**src/sv/row_set_containment_check_assert.svh**
```systemverilog
// Assertion macros shared by the row set containment checker.
// Every macro samples on the rising edge of clk and is disabled while rst_n is low.
`ifndef ROW_SET_CONTAINMENT_CHECK_ASSERT_SVH
`define ROW_SET_CONTAINMENT_CHECK_ASSERT_SVH

// The consequent holds in the same cycle as the antecedent.
`define RSCC_ASSERT_NOW(label, ante, cons, msg) \
    label: assert property (@(posedge clk) disable iff (!rst_n) (ante) |-> (cons)) \
        else $error(msg);

// The consequent holds in the cycle after the antecedent.
`define RSCC_ASSERT_NEXT(label, ante, cons, msg) \
    label: assert property (@(posedge clk) disable iff (!rst_n) (ante) |=> (cons)) \
        else $error(msg);

`endif

```
**src/sv/rscc_pkg.sv**
```systemverilog
package rscc_pkg;

    localparam int ELEM_W         = 32;
    localparam int IN_ELEMS       = 4;
    localparam int ROW_INDEX_W    = 4;
    localparam int ROW_COUNT_W    = 5;
    localparam int OPCODE_W       = 2;
    localparam int RELATION_W     = 2;
    localparam int MAX_ROWS_DEF   = 16;
    localparam int ROW_LENGTH_DEF = 4;

    localparam int ROW_INDEX_LSB  = 0;
    localparam int ELEMS_LSB      = ROW_INDEX_LSB + ROW_INDEX_W;
    localparam int ROWS_A_LSB     = ELEMS_LSB + IN_ELEMS * ELEM_W;
    localparam int ROWS_B_LSB     = ROWS_A_LSB + ROW_COUNT_W;
    localparam int S_FIELDS_W     = ROWS_B_LSB + ROW_COUNT_W;
    localparam int S_TDATA_W      = ((S_FIELDS_W + 7) / 8) * 8;
    localparam int M_TDATA_W      = ((RELATION_W + 7) / 8) * 8;

    localparam logic [OPCODE_W-1:0] OP_LOAD_A = 2'd0;
    localparam logic [OPCODE_W-1:0] OP_LOAD_B = 2'd1;
    localparam logic [OPCODE_W-1:0] OP_EVAL   = 2'd2;

    localparam logic [RELATION_W-1:0] REL_NONE   = 2'd0;
    localparam logic [RELATION_W-1:0] REL_A_IN_B = 2'd1;
    localparam logic [RELATION_W-1:0] REL_B_IN_A = 2'd2;

    typedef enum logic [3:0] {
        S_IDLE   = 4'b0001,
        S_START  = 4'b0010,
        S_RUN    = 4'b0100,
        S_FINISH = 4'b1000
    } state_t;

endpackage

```
**src/sv/rscc_lane.sv**
```systemverilog
module rscc_lane
    import rscc_pkg::*;
#(
    parameter int ROW_LENGTH = ROW_LENGTH_DEF
)
(
    input  logic [ELEM_W-1:0]            p_elem,
    input  logic [ROW_LENGTH*ELEM_W-1:0] q_row,
    output logic [ROW_LENGTH-1:0]        eq,
    output logic [ROW_LENGTH-1:0]        ge
);

    always_comb
    begin
        for (int k = 0; k < ROW_LENGTH; k++)
        begin
            eq[k] = q_row[k*ELEM_W +: ELEM_W] == p_elem;
            ge[k] = $signed(q_row[k*ELEM_W +: ELEM_W]) >= $signed(p_elem);
        end
    end

endmodule

```
**config.mk**
```make
export PLATFORM = sky130hd
export DESIGN_NAME = rscc_lane
export DESIGN_NICKNAME = d
export VERILOG_FILES = /design/src/sv/row_set_containment_check_assert.svh /design/src/sv/rscc_pkg.sv /design/src/sv/rscc_lane.sv
export SDC_FILE = /design/constraint.sdc
export NUM_CORES = 1
export LEC_CHECK = 0
export BUFFER_PORTS_ARGS = -buffer_cell sky130_fd_sc_hd__buf_2
export CAP_MARGIN = 0
export CORE_MARGIN = 3
export CORE_UTILIZATION = 47
export DETAILED_ROUTE_END_ITERATION = 12
export MAX_ROUTING_LAYER = met4
export PLACE_DENSITY = 0.89
export RECOVER_POWER = 50
export SLEW_MARGIN = 25
export SYNTH_ARGS = -nofsm -noshare
export SYNTH_HDL_FRONTEND = slang
export SYNTH_SLANG_ARGS = --single-unit
export TNS_END_PERCENT = 10
```
**constraint.sdc**
```tcl
create_clock -name vclk -period 3.4
set_clock_uncertainty 0.2 [all_clocks]
set_input_delay 0.51 -clock vclk [all_inputs]
set_output_delay 0.51 -clock vclk [all_outputs]
set_load 0.01 [all_outputs]
```
==> flow_summary.json, run 1 <==
{
  "ir_worst_vdd_v": 0.00007340,
  "fin_nets": 826,
  "crit_chain": "buf_2 -> inv_1 -> ha_1 -> a21oi_2 -> o21ai_1 -> a221o_1 -> a2111oi_4 -> a21oi_1 -> o21bai_1 -> buf_2",
  "viasPerCell": 5.607,
  "hold_buffers": 0,
  "die-area_mm2": 0.007327,
  "hold_violations": 0,
  "diodes": 0,
  "dp_hpwl_mm": 8.650,
  "muxShareOfSynthArea": 0,
  "whs_path_depth": 5,
  "period_share": 0.9552,
  "p_leak_nw": 2.279,
  "layout.area.seq_um2": 0,
  "dr_total_vias": 3426,
  "syn_nets": 655,
  "synth-simple-area-share": 0.1739,
  "nClkBuffers": 0,
  "power_density_mw_per_mm2": 119.8,
  "synth_xor_xnor_area_share": 0,
  "drc": 0,
  "critical-path-max-stage-delay_ps": 400,
  "slew_viol_final": 0,
  "core_mm2": 0.006026,
  "ctsResizeCount": 0,
  "die_w_um": 85.60,
  "grt_max_degree": 5,
  "grt.overflow.total": 0,
  "combPwrFrac": 1.000,
  "drt_iter0_markers": 68,
  "pwr-share-seq": 0,
  "postCtsSetupRepairBufs": 0,
  "row_count": 28,
  "wl_mm": 9.332,
  "min_period_ps": 3248,
  "worstMarginPinSlew_ps": 552.6,
  "slowest_stage": "a221o_1",
  "drt_pass1_iterations": 4,
  "yosysUniqueCellTypes": 23,
  "grtUsageMet3": 0.01537,
  "worstPathArrival_ps": 2540,
  "power.switching_mw": 0.2424,
  "start_kind": "input port",
  "postLayoutCoreUtil": 0.6499,
  "rsz0062_at_grt": "false",
  "syn-cell-area_mm2": 0.002978,
  "top_usage_layer": "met2",
  "drive_gt1_frac": 0.3302,
  "intPower_mw": 0.2267,
  "ys_seq_area_frac": 0,
  "hold_class": "input port to output port",
  "cp.required_ps": 2690,
  "grt_pass1_wl_mm": 14.89,
  "critPathMaxFanout": 4,
  "port_buffers": 168,
  "power_frac_clock": 0,
  "design.seq.count": 0,
  "setup_viol": 0,
  "syn_avg_cell_area_um2": 8.114,
  "drv_cap": 0,
  "synth_compound_area_frac": 0.2391,
  "grt_pass1_vias": 3506,
  "crit_type": "input port to output port",
  "ys_warn_count": 0,
  "path_common_cell": "buf_2",
  "use_met1": 0.3019,
  "postSynthCellCount": 367,
  "synth_fa_ha_area_frac": 0.5378,
  "area_growth_pct": 31.51,
  "tns_ps": 0,
  "end_kind": "output port",
  "met2_usage": 0.4605,
  "start_util": 0.4942,
  "antenna_found_initial": 0,
  "status": "finished clean",
  "antenna_left": 0,
  "swShare": 0.5168,
  "gp_congestion": 0.8952,
  "wl_per_cell_um": 15.27,
  "fill_cells": 545,
  "fp.dieH_um": 85.60,
  "grt_usage": 0.2510,
  "synth_top_family_by_area": "adder cells",
  "fmaxAchievable_mhz": 307.9,
  "pin_count": 168,
  "max_slew_margin": 0.6282
}
synthesized netlist by cell type, drive strengths merged:
cell / n / area [um^2]
a2111oi: 4 / 97.59
a21boi: 4 / 30.03
a21o: 12 / 90.09
a21oi: 52 / 279.0
a221o: 8 / 80.08
and2b: 1 / 8.760
and3: 4 / 25.02
ha: 128 / 1602
inv: 39 / 146.4
nand2: 24 / 90.09
nand3: 16 / 80.08
nand4: 28 / 175.2
nor2: 12 / 45.04
nor2b: 7 / 43.79
nor4: 8 / 50.05
o211ai: 4 / 30.03
o21ai: 8 / 40.04
o21bai: 4 / 30.03
o31ai: 4 / 35.03
worst paths after layout:
kind | startpoint | end
max | p_elem[17] | ge[2]
min | q_row[98] | eq[3]
worst max-delay path: cells and delay by family:
kind	cells	cell delay [ps]
AOI/OAI and AO/OA	6	1340
adders and majority gates	1	280
buffers and inverters	3	400
power by group through the flow:
stage | Combinational, mW | Sequential [mW] | Clock [mW]
2_1_floorplan | 0.283 | 0 | 0
3_5_place_dp | 0.467 | 0 | 0
5_1_grt | 0.536 | 0 | 0
3_3_place_gp | 0.446 | 0 | 0
6_report | 0.469 | 0 | 0
4_1_cts | 0.469 | 0 | 0
layout make-up:
type | count | area, um^2 | share of cell area
inverters | 39 | 146.4 | 0.03738
repair buffers | 169 | 844.6 | 0.2157
well taps | 75 | 93.84 | 0.02396
multi-input cells | 328 | 2831 | 0.7230
placed cells by master (no fill, tap or decap):
| master | instances |
|---|---|
| buf_2 | 165 |
| ha_1 | 128 |
| a21oi_1 | 47 |
| inv_1 | 39 |
| nand4_1 | 28 |
| nand2_1 | 24 |
| nand3_1 | 16 |
| nor2_1 | 12 |
| a21o_1 | 12 |
| nor4_1 | 8 |
| a221o_1 | 8 |
| nor2b_1 | 7 |
| a21oi_2 | 5 |
| o21ai_0 | 4 |
| o211ai_1 | 4 |
| a21boi_1 | 4 |
| o21ai_1 | 4 |
| and3_1 | 4 |
| o21bai_1 | 4 |
| a2111oi_4 | 3 |
| o31ai_1 | 3 |
| clkbuf_1 | 3 |
| o31ai_2 | 1 |
| a2111oi_2 | 1 |
| and2b_2 | 1 |
| buf_4 | 1 |
cell families after synthesis:
kind of cell	after synthesis
AND/OR/NAND/NOR	100
AO/OA/AOI/OAI	100
adder cells (fa/ha/maj)	128
buffers and inverters	39
through the flow:
stage / hold slack, ps / worst slack [ps] / std cells / cell area, um^2 / power (mW)
after floorplan: 1150 / 554.6 / 367 / 2978 / 0.2829
after global placement: 1366 / 184.6 / 611 / 3920 / 0.4457
after detailed placement: 1365 / 145.5 / 611 / 3920 / 0.4665
after CTS: 1368 / 143.4 / 611 / 3920 / 0.4692
after global routing: 1386 / 5.227 / 611 / 3916 / 0.5357
final: 1353 / 152.2 / 611 / 3916 / 0.4691
per-layer routing:
layer,vias to the layer above,share of wire
met1,1507,0.41
met5,-,0
met4,0,0.023
li1,1757,-
met2,144,0.49
met3,18,0.074
(Power assumes the default switching activity.)
==> inputs of run 2 (changes only) <==
--- a/config.mk
+++ b/config.mk
@@ -11,7 +11,7 @@
 export CORE_UTILIZATION = 47
 export DETAILED_ROUTE_END_ITERATION = 12
 export MAX_ROUTING_LAYER = met4
-export PLACE_DENSITY = 0.89
+export PLACE_DENSITY = 0.84
 export RECOVER_POWER = 50
 export SLEW_MARGIN = 25
 export SYNTH_ARGS = -nofsm -noshare
==> run 2 against run 1 <==
Compared with the run above:
- final area increased by 0.26%
- critical path type unchanged
- core utilization up 0.17 points
- highest routed layer unchanged
- largest cell class unchanged
- fmax increased by 0.77%
- die area did not move
- combinational power hardly changed
==> flow_summary.json, run 2 (synthesis gave the netlist of run 1 again) <==
{
  "pin_count": 168,
  "start_util": 0.4942,
  "wl_met1_mm": 3.910,
  "worstMarginPinSlew_ps": 527.2,
  "dp_hpwl_mm": 8.833,
  "total_power_mw": 0.4692,
  "setup_viol": 0,
  "dr_total_vias": 3439,
  "hold_violations": 0,
  "postCtsSetupRepairBufs": 0,
  "grt_max_degree": 5,
  "power_density_mw_per_mm2": 119.5,
  "drt_pass1_iterations": 4,
  "antenna_found_initial": 0,
  "hold_class": "input port to output port",
  "worstPathArrival_ps": 2510,
  "top_layer": "met4",
  "wl_mm": 9.459,
  "critPathMaxFanout": 4,
  "max_slew_margin": 0.6453,
  "grt_pass1_vias": 3509,
  "fmaxAchievable_mhz": 310.3,
  "fp.dieH_um": 85.60,
  "min_period_ps": 3223,
  "wl_per_cell_um": 15.46,
  "slew_viol_final": 0,
  "placedCellCount": 612,
  "setup_slack_ps": 176.9,
  "postLayoutCoreUtil": 0.6516,
  "rsz0062_at_grt": "false",
  "drc": 0,
  "layout.cells.non_filler": 612,
  "wl_met2_mm": 4.655,
  "row_count": 28,
  "p_leak_nw": 2.280,
  "ir_worst_vdd_v": 0.00005771,
  "cp.required_ps": 2690,
  "status": "finished clean",
  "grt.overflow.total": 0,
  "drv_cap": 0,
  "gp_congestion": 0.9194,
  "layout.area.seq_um2": 0,
  "power.switching_mw": 0.2426,
  "grt_usage": 0.2606,
  "diodes": 0,
  "end_kind": "output port",
  "drt_iter0_markers": 85,
  "combPwrFrac": 1.000,
  "port_buffers": 168,
  "fin_nets": 827,
  "nClkBuffers": 0,
  "viasPerCell": 5.619,
  "dpl-instance-area_mm2": 0.003928,
  "place_ws_ps": 166.3,
  "die-area_mm2": 0.007327,
  "dr_wl_met3_um": 729,
  "intPower_mw": 0.2267,
  "layout_commonest_cell": "buf_2",
  "period_share": 0.9480,
  "pwr-share-seq": 0,
  "die_w_um": 85.60,
  "swShare": 0.5169,
  "core_mm2": 0.006026,
  "crit_type": "input port to output port",
  "power_frac_clock": 0,
  "design_area_mm2": 0.003926,
  "mostFrequentLayoutCells": "buf_2 (165), ha_1 (128), a21oi_1 (47)",
  "design.seq.count": 0,
  "grt_pass1_wl_mm": 15.40,
  "antenna_left": 0,
  "whs_ps": 1365,
  "drive_gt1_frac": 0.3315,
  "area_growth_pct": 31.85,
  "start_kind": "input port",
  "tns_ps": 0
}
-- run 2: changes by cell type in the layout (fill, tap and decap cells not counted) --
cell / change
clkbuf_1: +1
nor4_2: +1
nor4_1: -1
-- run 2: worst max-delay path: stages --
cell and delay [ps]:
buf_2 80, inv_1 80, ha_1 320, nand4_1 140, nor4_1 500, a21boi_1 230, o31ai_1 120, and3_1 210
o21bai_1 160, buf_2 160
-- run 2: final timing paths --
kind | depth (start not counted) | endpoint | slack, ps | from
setup / recovery | 10 | ge[3] | 180 | p_elem[14]
hold / removal | 5 | eq[1] | 1360 | q_row[33]
-- run 2: cell type report --
type,instances,area (um^2)
fill,551,2100
inverter,39,146.4
multi-input combinational,328,2838
tap,75,93.84
timing repair buffer,170,848.3
-- run 2: metal layers --
| layer | global-route usage | up-vias |
|---|---|---|
| met4 | 0.04317 | 0 |
| met1 | 0.3082 | 1516 |
| li1 | - | 1761 |
| met3 | 0.02402 | 12 |
| met5 | - | - |
| met2 | 0.4823 | 150 |
-- run 2: power by group through the flow --
stage	Combinational, mW	Sequential (mW)	Clock (mW)
global placement	0.444	0	0
finish	0.469	0	0
global route	0.538	0	0
CTS	0.469	0	0
detailed placement	0.467	0	0
floorplan	0.283	0	0
-- run 2: repair_timing --
item                                    CTS  global route
hold buffers                              0             0
endpoints found under the setup margin    0             1
resized for setup                         0             1
