`config.mk`:
```
export PLATFORM = sky130hd
export DESIGN_NAME = rscc_merge
export DESIGN_NICKNAME = d
export VERILOG_FILES = /design/src/sv/row_set_containment_check_assert.svh /design/src/sv/rscc_pkg.sv /design/src/sv/rscc_merge.sv
export SDC_FILE = /design/constraint.sdc
export NUM_CORES = 1
export LEC_CHECK = 0
export BUFFER_PORTS_ARGS = -buffer_cell sky130_fd_sc_hd__buf_2
export CAP_MARGIN = 20
export CORE_AREA = 2 2 39 41
export DETAILED_ROUTE_END_ITERATION = 16
export DIE_AREA = 0 0 41 43
export PLACE_DENSITY = 0.64
export SETUP_SLACK_MARGIN = 0.05
export SLEW_MARGIN = 20
export SYNTH_ARGS = -nofsm -noshare
export SYNTH_HDL_FRONTEND = slang
export SYNTH_SLANG_ARGS = --single-unit
export TNS_END_PERCENT = 1
```
`constraint.sdc`:
```
create_clock -name vclk -period 1
set_input_delay 0.1 -clock vclk [all_inputs]
set_output_delay 0.1 -clock vclk [all_outputs]
set_load 0.01 [all_outputs]
```
`src/sv/row_set_containment_check_assert.svh`:
```
// Assertion macros shared by the row set containment checker.
// Every macro samples on the rising edge of clk and is disabled while rst_n is low.
`ifndef ROW_SET_CONTAINMENT_CHECK_ASSERT_SVH
`define ROW_SET_CONTAINMENT_CHECK_ASSERT_SVH

// The consequent holds in the same cycle as the antecedent.
`define RSCC_ASSERT_NOW(label, ante, cons, msg) \
    label: assert property (@(posedge clk) disable iff (!rst_n) (ante) |-> (cons)) \
        else $error(msg);

// The consequent holds in the cycle after the antecedent.
`define RSCC_ASSERT_NEXT(label, ante, cons, msg) \
    label: assert property (@(posedge clk) disable iff (!rst_n) (ante) |=> (cons)) \
        else $error(msg);

`endif

```
`src/sv/rscc_pkg.sv`:
```
package rscc_pkg;

    localparam int ELEM_W         = 32;
    localparam int IN_ELEMS       = 4;
    localparam int ROW_INDEX_W    = 4;
    localparam int ROW_COUNT_W    = 5;
    localparam int OPCODE_W       = 2;
    localparam int RELATION_W     = 2;
    localparam int MAX_ROWS_DEF   = 16;
    localparam int ROW_LENGTH_DEF = 4;

    localparam int ROW_INDEX_LSB  = 0;
    localparam int ELEMS_LSB      = ROW_INDEX_LSB + ROW_INDEX_W;
    localparam int ROWS_A_LSB     = ELEMS_LSB + IN_ELEMS * ELEM_W;
    localparam int ROWS_B_LSB     = ROWS_A_LSB + ROW_COUNT_W;
    localparam int S_FIELDS_W     = ROWS_B_LSB + ROW_COUNT_W;
    localparam int S_TDATA_W      = ((S_FIELDS_W + 7) / 8) * 8;
    localparam int M_TDATA_W      = ((RELATION_W + 7) / 8) * 8;

    localparam logic [OPCODE_W-1:0] OP_LOAD_A = 2'd0;
    localparam logic [OPCODE_W-1:0] OP_LOAD_B = 2'd1;
    localparam logic [OPCODE_W-1:0] OP_EVAL   = 2'd2;

    localparam logic [RELATION_W-1:0] REL_NONE   = 2'd0;
    localparam logic [RELATION_W-1:0] REL_A_IN_B = 2'd1;
    localparam logic [RELATION_W-1:0] REL_B_IN_A = 2'd2;

    typedef enum logic [3:0] {
        S_IDLE   = 4'b0001,
        S_START  = 4'b0010,
        S_RUN    = 4'b0100,
        S_FINISH = 4'b1000
    } state_t;

endpackage

```
`src/sv/rscc_merge.sv`:
```
module rscc_merge
    import rscc_pkg::*;
#(
    parameter int ROW_LENGTH = ROW_LENGTH_DEF
)
(
    input  logic [ROW_LENGTH-1:0][ROW_LENGTH-1:0] eq,
    input  logic [ROW_LENGTH-1:0][ROW_LENGTH-1:0] ge,
    output logic                                  contained
);

    logic [ROW_LENGTH-1:0] avail;
    logic [ROW_LENGTH-1:0] cand;
    logic [ROW_LENGTH-1:0] pick;

    // Each element of p takes the first q position at or after the previous
    // one whose value is not below it; that value must then be equal.
    always_comb
    begin
        contained = 1'b1;
        avail     = '1;
        cand      = '0;
        pick      = '0;
        for (int i = 0; i < ROW_LENGTH; i++)
        begin
            cand      = ge[i] & avail;
            pick      = cand & (~cand + 1'b1);
            contained = contained & (|(pick & eq[i]));
            avail     = ~(pick - 1'b1);
        end
    end

endmodule

```
==> flow_summary.json, run 1 <==
{
  "outcome": "complete, but fails checks",
  "violations": "setup timing",
  "crit_path_frequent_cell": "buf_2",
  "pre_cts_ws_ps": -375,
  "yosysTopAreaCellShare_pct": 8.97,
  "wl_met2_um": 498,
  "final_util_pct": 44.2,
  "min_path_cells": 5,
  "critical_path_class": "in -> out",
  "dieArea_mm2": 0.00176,
  "drive_gt1_share_pct": 56.0,
  "grt_antenna_before_repair": 0,
  "setup_ws_ps": -344,
  "slew_viol_final": 0,
  "area_delta_synth_final_pct": 109,
  "synth_most_common_cell": "nand2_1",
  "dpl_cell_area_um2": 554,
  "max_stage_delay_ps": 220,
  "ys_seq_area_share_pct": 0,
  "rsz0062_at_grt": "true",
  "path_cells": "buf_2 > o211ai_1 > nand2_2 > buf_4 > a21oi_1 > o21ai_1 > o221a_1 > buf_2",
  "synth.cell_area_um2": 293,
  "dp_hpwl_um": 900,
  "cap_violations": 0,
  "powerDensity_mw_per_mm2": 394,
  "crit_arrival_ps": 1240,
  "nNetsFinal": 125,
  "worstHoldPathType": "in -> out",
  "period_needed_ps": 1340,
  "cp_slowest_cell": "o221a_1",
  "stdcell_count": 107,
  "grt.overflow.total": 0,
  "cp_max_fo": 4,
  "die-height_um": 43,
  "min_from": "ge[11]",
  "synth_area_leader_cell": "nand2_1",
  "vias": 527,
  "first_pass_iters": 1,
  "ir_drop_uv": 145,
  "cp-start-kind": "primary input",
  "synth_nets": 78,
  "syn_avg_cell_area_um2": 6.36,
  "dr_wl_met3_um": 82,
  "row_count": 14,
  "max_freq_ghz": 0.744,
  "final_cell_area_um2": 612,
  "num_antenna_cells": 0,
  "ios": 33,
  "seq_cells": 0,
  "grt_pass1_vias": 426,
  "met1Wirelength_um": 456,
  "drt-initial-drc-count": 0,
  "drc_errors": 0,
  "grt_use_total_pct": 11.5,
  "regArea_um2": 0,
  "fp.dieW_um": 41,
  "detail-route-antenna-nets": 0,
  "grt_max_degree": 12,
  "p_leak_nw": 0.316,
  "final-hold-violation-count": 0,
  "placed_cells": 105,
  "yosysWarnings": 0,
  "coreArea_mm2": 0.00138,
  "yosysUniqueCellTypes": 25,
  "drt-total-wl_um": 1040,
  "fillers": 152,
  "finalCritPeriodShare_pct": 134,
  "relSlewSlack_pct": 80.8,
  "wl_per_cell_um": 9.70,
  "top_layer": "met3",
  "grt_pass1_wl_um": 1520,
  "min_to": "contained",
  "setup_viol_count_final": 1,
  "end_kind": "output port",
  "yosys-top-cells-area": "nand2_1 9.0%, o211ai_1 7.7%, a21oi_1 6.8%",
  "start_util_pct": 21.2,
  "clock_buffers": 0,
  "gp_congestion": 0.655,
  "syn-instance-count": 46,
  "drt-vias-per-instance": 4.93,
  "tightest_slew_ps": 285,
  "ys_top_cells_by_count": "7 x nand2_1, 4 x a21oi_1, 4 x o21ai_0",
  "port_buffers": 33,
  "crit_required_ps": 900
}
==> cell families after synthesis <==
family | count (synthesis) | share of synthesized area, %
multiplexers | 1 | 3.42
AND/OR/NAND/NOR | 19 | 30.3
AO/OA/AOI/OAI | 24 | 61.1
buffers and inverters | 2 | 5.13
==> worst max path at each step <==
stage | from | end | slack, ps | depth (start not counted)
finish | ge[9] | contained | -340 | 8
global route | ge[0] | contained | -440 | 8
global placement | ge[0] | contained | -370 | 6
detailed placement | ge[0] | contained | -380 | 7
floorplan | ge[0] | contained | -110 | 6
CTS | ge[2] | contained | -360 | 6
==> final cells by class <==
class | count | area [µm²] | share of cell area [%]
Timing Repair Buffer | 46 | 290 | 47.4
Inverter | 1 | 3.75 | 0.613
Tap cell | 16 | 20.0 | 3.27
Multi-Input combinational cell | 44 | 298 | 48.7
==> where the power goes <==
| part | leakage, nW | internal, mW | switching (mW) | total (mW) |
|---|---|---|---|---|
| clock network | 0 | 0 | 0 | 0 |
| registers | 0 | 0 | 0 | 0 |
| logic | 0.316 | 0.140 | 0.101 | 0.241 |
| total | 0.316 | 0.140 | 0.101 | 0.241 |
==> repair_timing <==
| action | CTS | global route |
|---|---|---|
| resized for setup | 7 | 8 |
| buffers inserted | 0 | 2 |
| pin swaps | 7 | 9 |
| hold buffers | 0 | 0 |
| setup endpoints to repair | 1 | 1 |
| cloned | 0 | 0 |
| endpoints found under the hold margin | 0 | 0 |
==> critical path, delay by kind of cell <==
kind | cells | cell delay (ps)
buffers and inverters | 3 | 400
AO/OA/AOI/OAI | 4 | 640
AND/OR/NAND/NOR | 1 | 110
==> placed cells by master, fill, tap and decap left out <==
cell	instances
buf_2	28
buf_4	14
nand2_1	6
buf_6	4
o211ai_1	3
nor2_1	3
a21oi_1	3
nand3_1	3
o21ai_0	3
and3_1	2
a31oi_1	2
o21ai_1	2
o211a_1	2
nand2_2	1
a21oi_2	1
o31ai_4	1
o21ai_2	1
inv_1	1
o41a_1	1
mux2i_1	1
nor3_1	1
a221oi_2	1
nand4_1	1
o311ai_0	1
a221oi_1	1
nand2b_1	1
nor2b_1	1
a211oi_1	1
o221a_1	1
==> per-stage QoR <==
stage | total power [mW] | hold slack [ps] | TNS [ps]
floorplan | 0.0890 | 532 | -114
global placement | 0.209 | 758 | -369
detailed placement | 0.213 | 736 | -375
CTS | 0.223 | 747 | -358
global route | 0.266 | 789 | -437
finish | 0.241 | 727 | -344
==> metal layers <==
layer / up-vias / global-route usage (%)
li1: 281 / -
met1: 225 / 14.9
met2: 21 / 21.3
met3: 0 / 0
met4: 0 / 0
met5: - / 0
Power figures use the tool's default switching activity.
==> run 2, diff against run 1 <==
==> constraint.sdc (replaced) <==
create_clock -name vclk -period 1
set_input_delay 0.15 -clock vclk [all_inputs]
set_output_delay 0.15 -clock vclk [all_outputs]
set_load 0.02 [all_outputs]
==> run 2 against run 1 <==
Effect of this change: the flow still finishes with violations (setup timing); utilization decreased by 3.0 points; wire length is 2.8% lower; count of clock-buffer cells in the layout is the same; final cell count is 3.7% lower; critical path depth is 2 lower; non-clock buffer count down 4; power fell by 9.3%; combinational power shrank 9.1%; critical endpoint unchanged.
==> flow_summary.json, run 2 (synthesis results as in run 1) <==
{
  "cts_setup_buffers": 0,
  "num_antenna_cells": 0,
  "power.total_mw": 0.219,
  "drive_gt1_share_pct": 52.9,
  "min_to": "contained",
  "powerDensity_mw_per_mm2": 383,
  "crit_required_ps": 850,
  "crit_arrival_ps": 1320,
  "drc_errors": 0,
  "max_stage_delay_ps": 440,
  "p_leak_nw": 0.295,
  "setup_ws_ps": -468,
  "start_util_pct": 21.2,
  "outcome": "complete, but fails checks",
  "nNetsFinal": 121,
  "drt-vias-per-instance": 4.99,
  "worstHoldPathType": "in -> out",
  "port_buffers": 33,
  "mostFrequentLayoutCells": "29 x buf_2, 9 x buf_4, 6 x nand2_1",
  "placed_cells": 103,
  "area_delta_synth_final_pct": 94.9,
  "slew_viol_final": 0,
  "end_kind": "output port",
  "row_count": 14,
  "min_path_cells": 5,
  "fp.dieW_um": 41,
  "drt-total-wl_um": 1010,
  "seq_cells": 0,
  "cap_violations": 0,
  "whs_ps": 872,
  "grt_pass1_wl_um": 1460,
  "violations": "setup timing",
  "tightest_slew_ps": 338,
  "postCtsHoldBufs": 0,
  "path_cells": "buf_8 > o41a_1 > a31oi_1 > a21oi_1 > o221a_1 > buf_6",
  "drt-initial-drc-count": 7,
  "grt_max_degree": 12,
  "dp_hpwl_um": 851,
  "rsz0062_at_grt": "true",
  "cp_max_fo": 5,
  "grt_pass1_vias": 395,
  "relSlewSlack_pct": 77.2,
  "die-height_um": 43,
  "ir_drop_uv": 150,
  "final_util_pct": 41.2,
  "vias": 514,
  "final-hold-violation-count": 0,
  "grt_antenna_before_repair": 0,
  "period_needed_ps": 1470,
  "wl_per_cell_um": 9.80,
  "ios": 33,
  "critical_path_class": "in -> out",
  "final_common_cell": "buf_2",
  "setup_viol_count_final": 1,
  "grt.overflow.total": 0,
  "dieArea_mm2": 0.00176,
  "pre_cts_ws_ps": -519,
  "detail-route-antenna-nets": 0,
  "cp-start-kind": "primary input",
  "coreArea_mm2": 0.00138,
  "first_pass_iters": 2,
  "stdcell_count": 103,
  "grt_use_total_pct": 11.1,
  "finalCritPeriodShare_pct": 147,
  "cp_slowest_cell": "o41a_1",
  "gp_congestion": 0.695,
  "max_freq_ghz": 0.681,
  "min_from": "eq[15]",
  "regArea_um2": 0,
  "clock_buffers": 0
}
==> run 2: final cells by class <==
class	instances	area [µm²]
fill	155	813
tap	16	20.0
inverter	1	3.75
multi-input combinational	44	285
timing repair buffer	42	262
==> run 2: routing by layer <==
layer	up-vias	part of all wire [%]	global-route usage (%)
met5	-	0	0
met1	220	43	14.9
met3	0	7.9	0
met2	19	49	20.0
met4	0	0	0
li1	275	-	-
==> run 2: through the flow <==
step,TNS [ps],area [µm²]
floorplan,-277,298
global route,-561,571
finish,-468,571
CTS,-472,567
global placement,-510,539
detailed placement,-519,539
==> run 2: critical path: cells and delay by family <==
kind	cells	cell delay, ps
AO/OA/AOI/OAI	4	930
buffers and inverters	2	240
==> run 2: how the worst max path moves through the flow <==
stage | cells after the start | to | startpoint | slack (ps)
finish | 6 | contained | ge[2] | -470
global route | 6 | contained | ge[2] | -560
CTS | 6 | contained | ge[2] | -470
detailed placement | 6 | contained | ge[0] | -520
global placement | 6 | contained | ge[0] | -510
floorplan | 6 | contained | ge[0] | -280
==> run 2: what timing repair did <==
action / 4_1_cts / 5_1_grt
resized for setup: 9 / 1
endpoints found under the setup margin: 1 / 1
pin swaps: 9 / 0
==> run 2: report_power, final <==
part	leakage (nW)	switching, mW	internal, mW	total, mW
clock network	0	0	0	0
logic	0.295	0.0945	0.124	0.219
registers	0	0	0	0
==> run 3, diff against run 2 <==
==> constraint.sdc (replaced) <==
create_clock -name vclk -period 1
set_input_delay 0.15 -clock vclk [all_inputs]
set_output_delay 0.15 -clock vclk [all_outputs]
set_load 0.05 [all_outputs]
==> run 3 against run 2 <==
Effect of this change: the flow still finishes with violations (setup timing); critical path depth did not move; utilization fell by 0.45 points; final cell count fell by 0.97%; count of clock-buffer cells in the layout did not move; die area did not move; largest power group unchanged; combinational power rose by 4%; fmax fell by 4.2%; power rose by 4.1%; hold slack improved by 9.4 ps; largest cell class unchanged; wire length rose by 4.3%.
==> flow_summary.json, run 3 (synthesis results as in run 1) <==
{
  "tightest_slew_ps": 335,
  "grt_pass1_vias": 417,
  "cp_slowest_cell": "o41a_1",
  "placed_cells": 102,
  "relSlewSlack_pct": 77.4,
  "critPathBufInv": 2,
  "path_cells": "buf_2 > o41a_1 > a31oi_1 > a21oi_1 > o221a_4 > buf_6",
  "port_buffers": 33,
  "dp_hpwl_um": 901,
  "fp.dieW_um": 41,
  "min_from": "eq[15]",
  "min_to": "contained",
  "max_freq_ghz": 0.652,
  "coreArea_mm2": 0.00138,
  "crit_required_ps": 850,
  "grt_use_total_pct": 11.2,
  "first_pass_iters": 2,
  "setup_ws_ps": -533,
  "p_leak_nw": 0.291,
  "drc_errors": 0,
  "area_delta_synth_final_pct": 92.7,
  "seq_cells": 0,
  "ir_drop_uv": 142,
  "vias": 513,
  "start_util_pct": 21.2,
  "nNetsFinal": 120,
  "outcome": "complete, but fails checks",
  "cap_violations": 0,
  "detail-route-antenna-nets": 0,
  "final-hold-violation-count": 0,
  "dieArea_mm2": 0.00176,
  "num_antenna_cells": 0,
  "setup_viol_count_final": 1,
  "cp_max_fo": 6,
  "row_count": 14,
  "grt.overflow.total": 0,
  "wl_per_cell_um": 10.3,
  "grt_max_degree": 12,
  "final_cell_area_um2": 564,
  "mostFrequentLayoutCells": "32 x buf_2, 8 x buf_4, 6 x nand2_1",
  "postCtsHoldBufs": 0,
  "die-height_um": 43,
  "stdcell_count": 102,
  "max_stage_delay_ps": 440,
  "powerDensity_mw_per_mm2": 403,
  "worstHoldPathType": "in -> out",
  "end_kind": "output port",
  "slew_viol_final": 0,
  "drt-initial-drc-count": 2,
  "dpl_cell_area_um2": 541,
  "finalCritPeriodShare_pct": 153,
  "final_util_pct": 40.8,
  "grt_pass1_wl_um": 1500,
  "critical_path_class": "in -> out",
  "crit_arrival_ps": 1380,
  "period_needed_ps": 1530,
  "drt-total-wl_um": 1050,
  "ios": 33,
  "min_path_cells": 5,
  "final_common_cell": "buf_2",
  "regArea_um2": 0,
  "violations": "setup timing",
  "drive_gt1_share_pct": 54.7,
  "cp-start-kind": "primary input",
  "rsz0062_at_grt": "true",
  "clock_buffers": 0,
  "gp_congestion": 0.694,
  "drt-vias-per-instance": 5.03,
  "crit_family": "compound AO/OA/AOI/OAI gates",
  "grt_antenna_before_repair": 0
}
-- run 3: cell count changes in the layout (fill, tap and decap cells not counted), sizes merged --
cell / change
buf: -1
-- run 3: layout make-up --
type / instances / area, µm²
Fill cell: 154 / 820
Multi-Input combinational cell: 44 / 309
Timing Repair Buffer: 41 / 231
Tap cell: 16 / 20.0
Inverter: 1 / 3.75
-- run 3: metrics by stage --
stage	power (mW)	setup slack (ps)	hold slack (ps)	TNS, ps
floorplan	0.0994	-325	673	-325
global placement	0.211	-593	922	-593
detailed placement	0.215	-645	917	-645
CTS	0.220	-530	875	-530
global route	0.249	-600	898	-600
finish	0.228	-533	881	-533
-- run 3: report_power, final --
group / switching, mW / total [mW] / internal [mW]
Clock: 0 / 0 / 0
Sequential: 0 / 0 / 0
Combinational: 0.109 / 0.228 / 0.119
-- run 3: what timing repair did --
action                                  4_1_cts  5_1_grt
pin swaps                                     3        1
setup buffers                                 0        0
gates resized for setup                       3        3
endpoints found under the setup margin        1        1
-- run 3: how the worst max path moves through the flow --
stage	slack (ps)	depth (start not counted)	to	startpoint
after floorplan	-330	6	contained	ge[0]
after detailed placement	-650	7	contained	ge[4]
final	-530	6	contained	ge[1]
after CTS	-530	6	contained	ge[1]
after global placement	-590	7	contained	ge[4]
after global routing	-600	6	contained	ge[1]
-- run 3: layer usage --
layer  track usage, %  vias up  routed length [µm]
met5                0        -                   0
met4                0        0                   0
met3            0.524        0                  96
met2             20.9       19                 545
met1             13.9      224                 409
li1                 -      270                   -
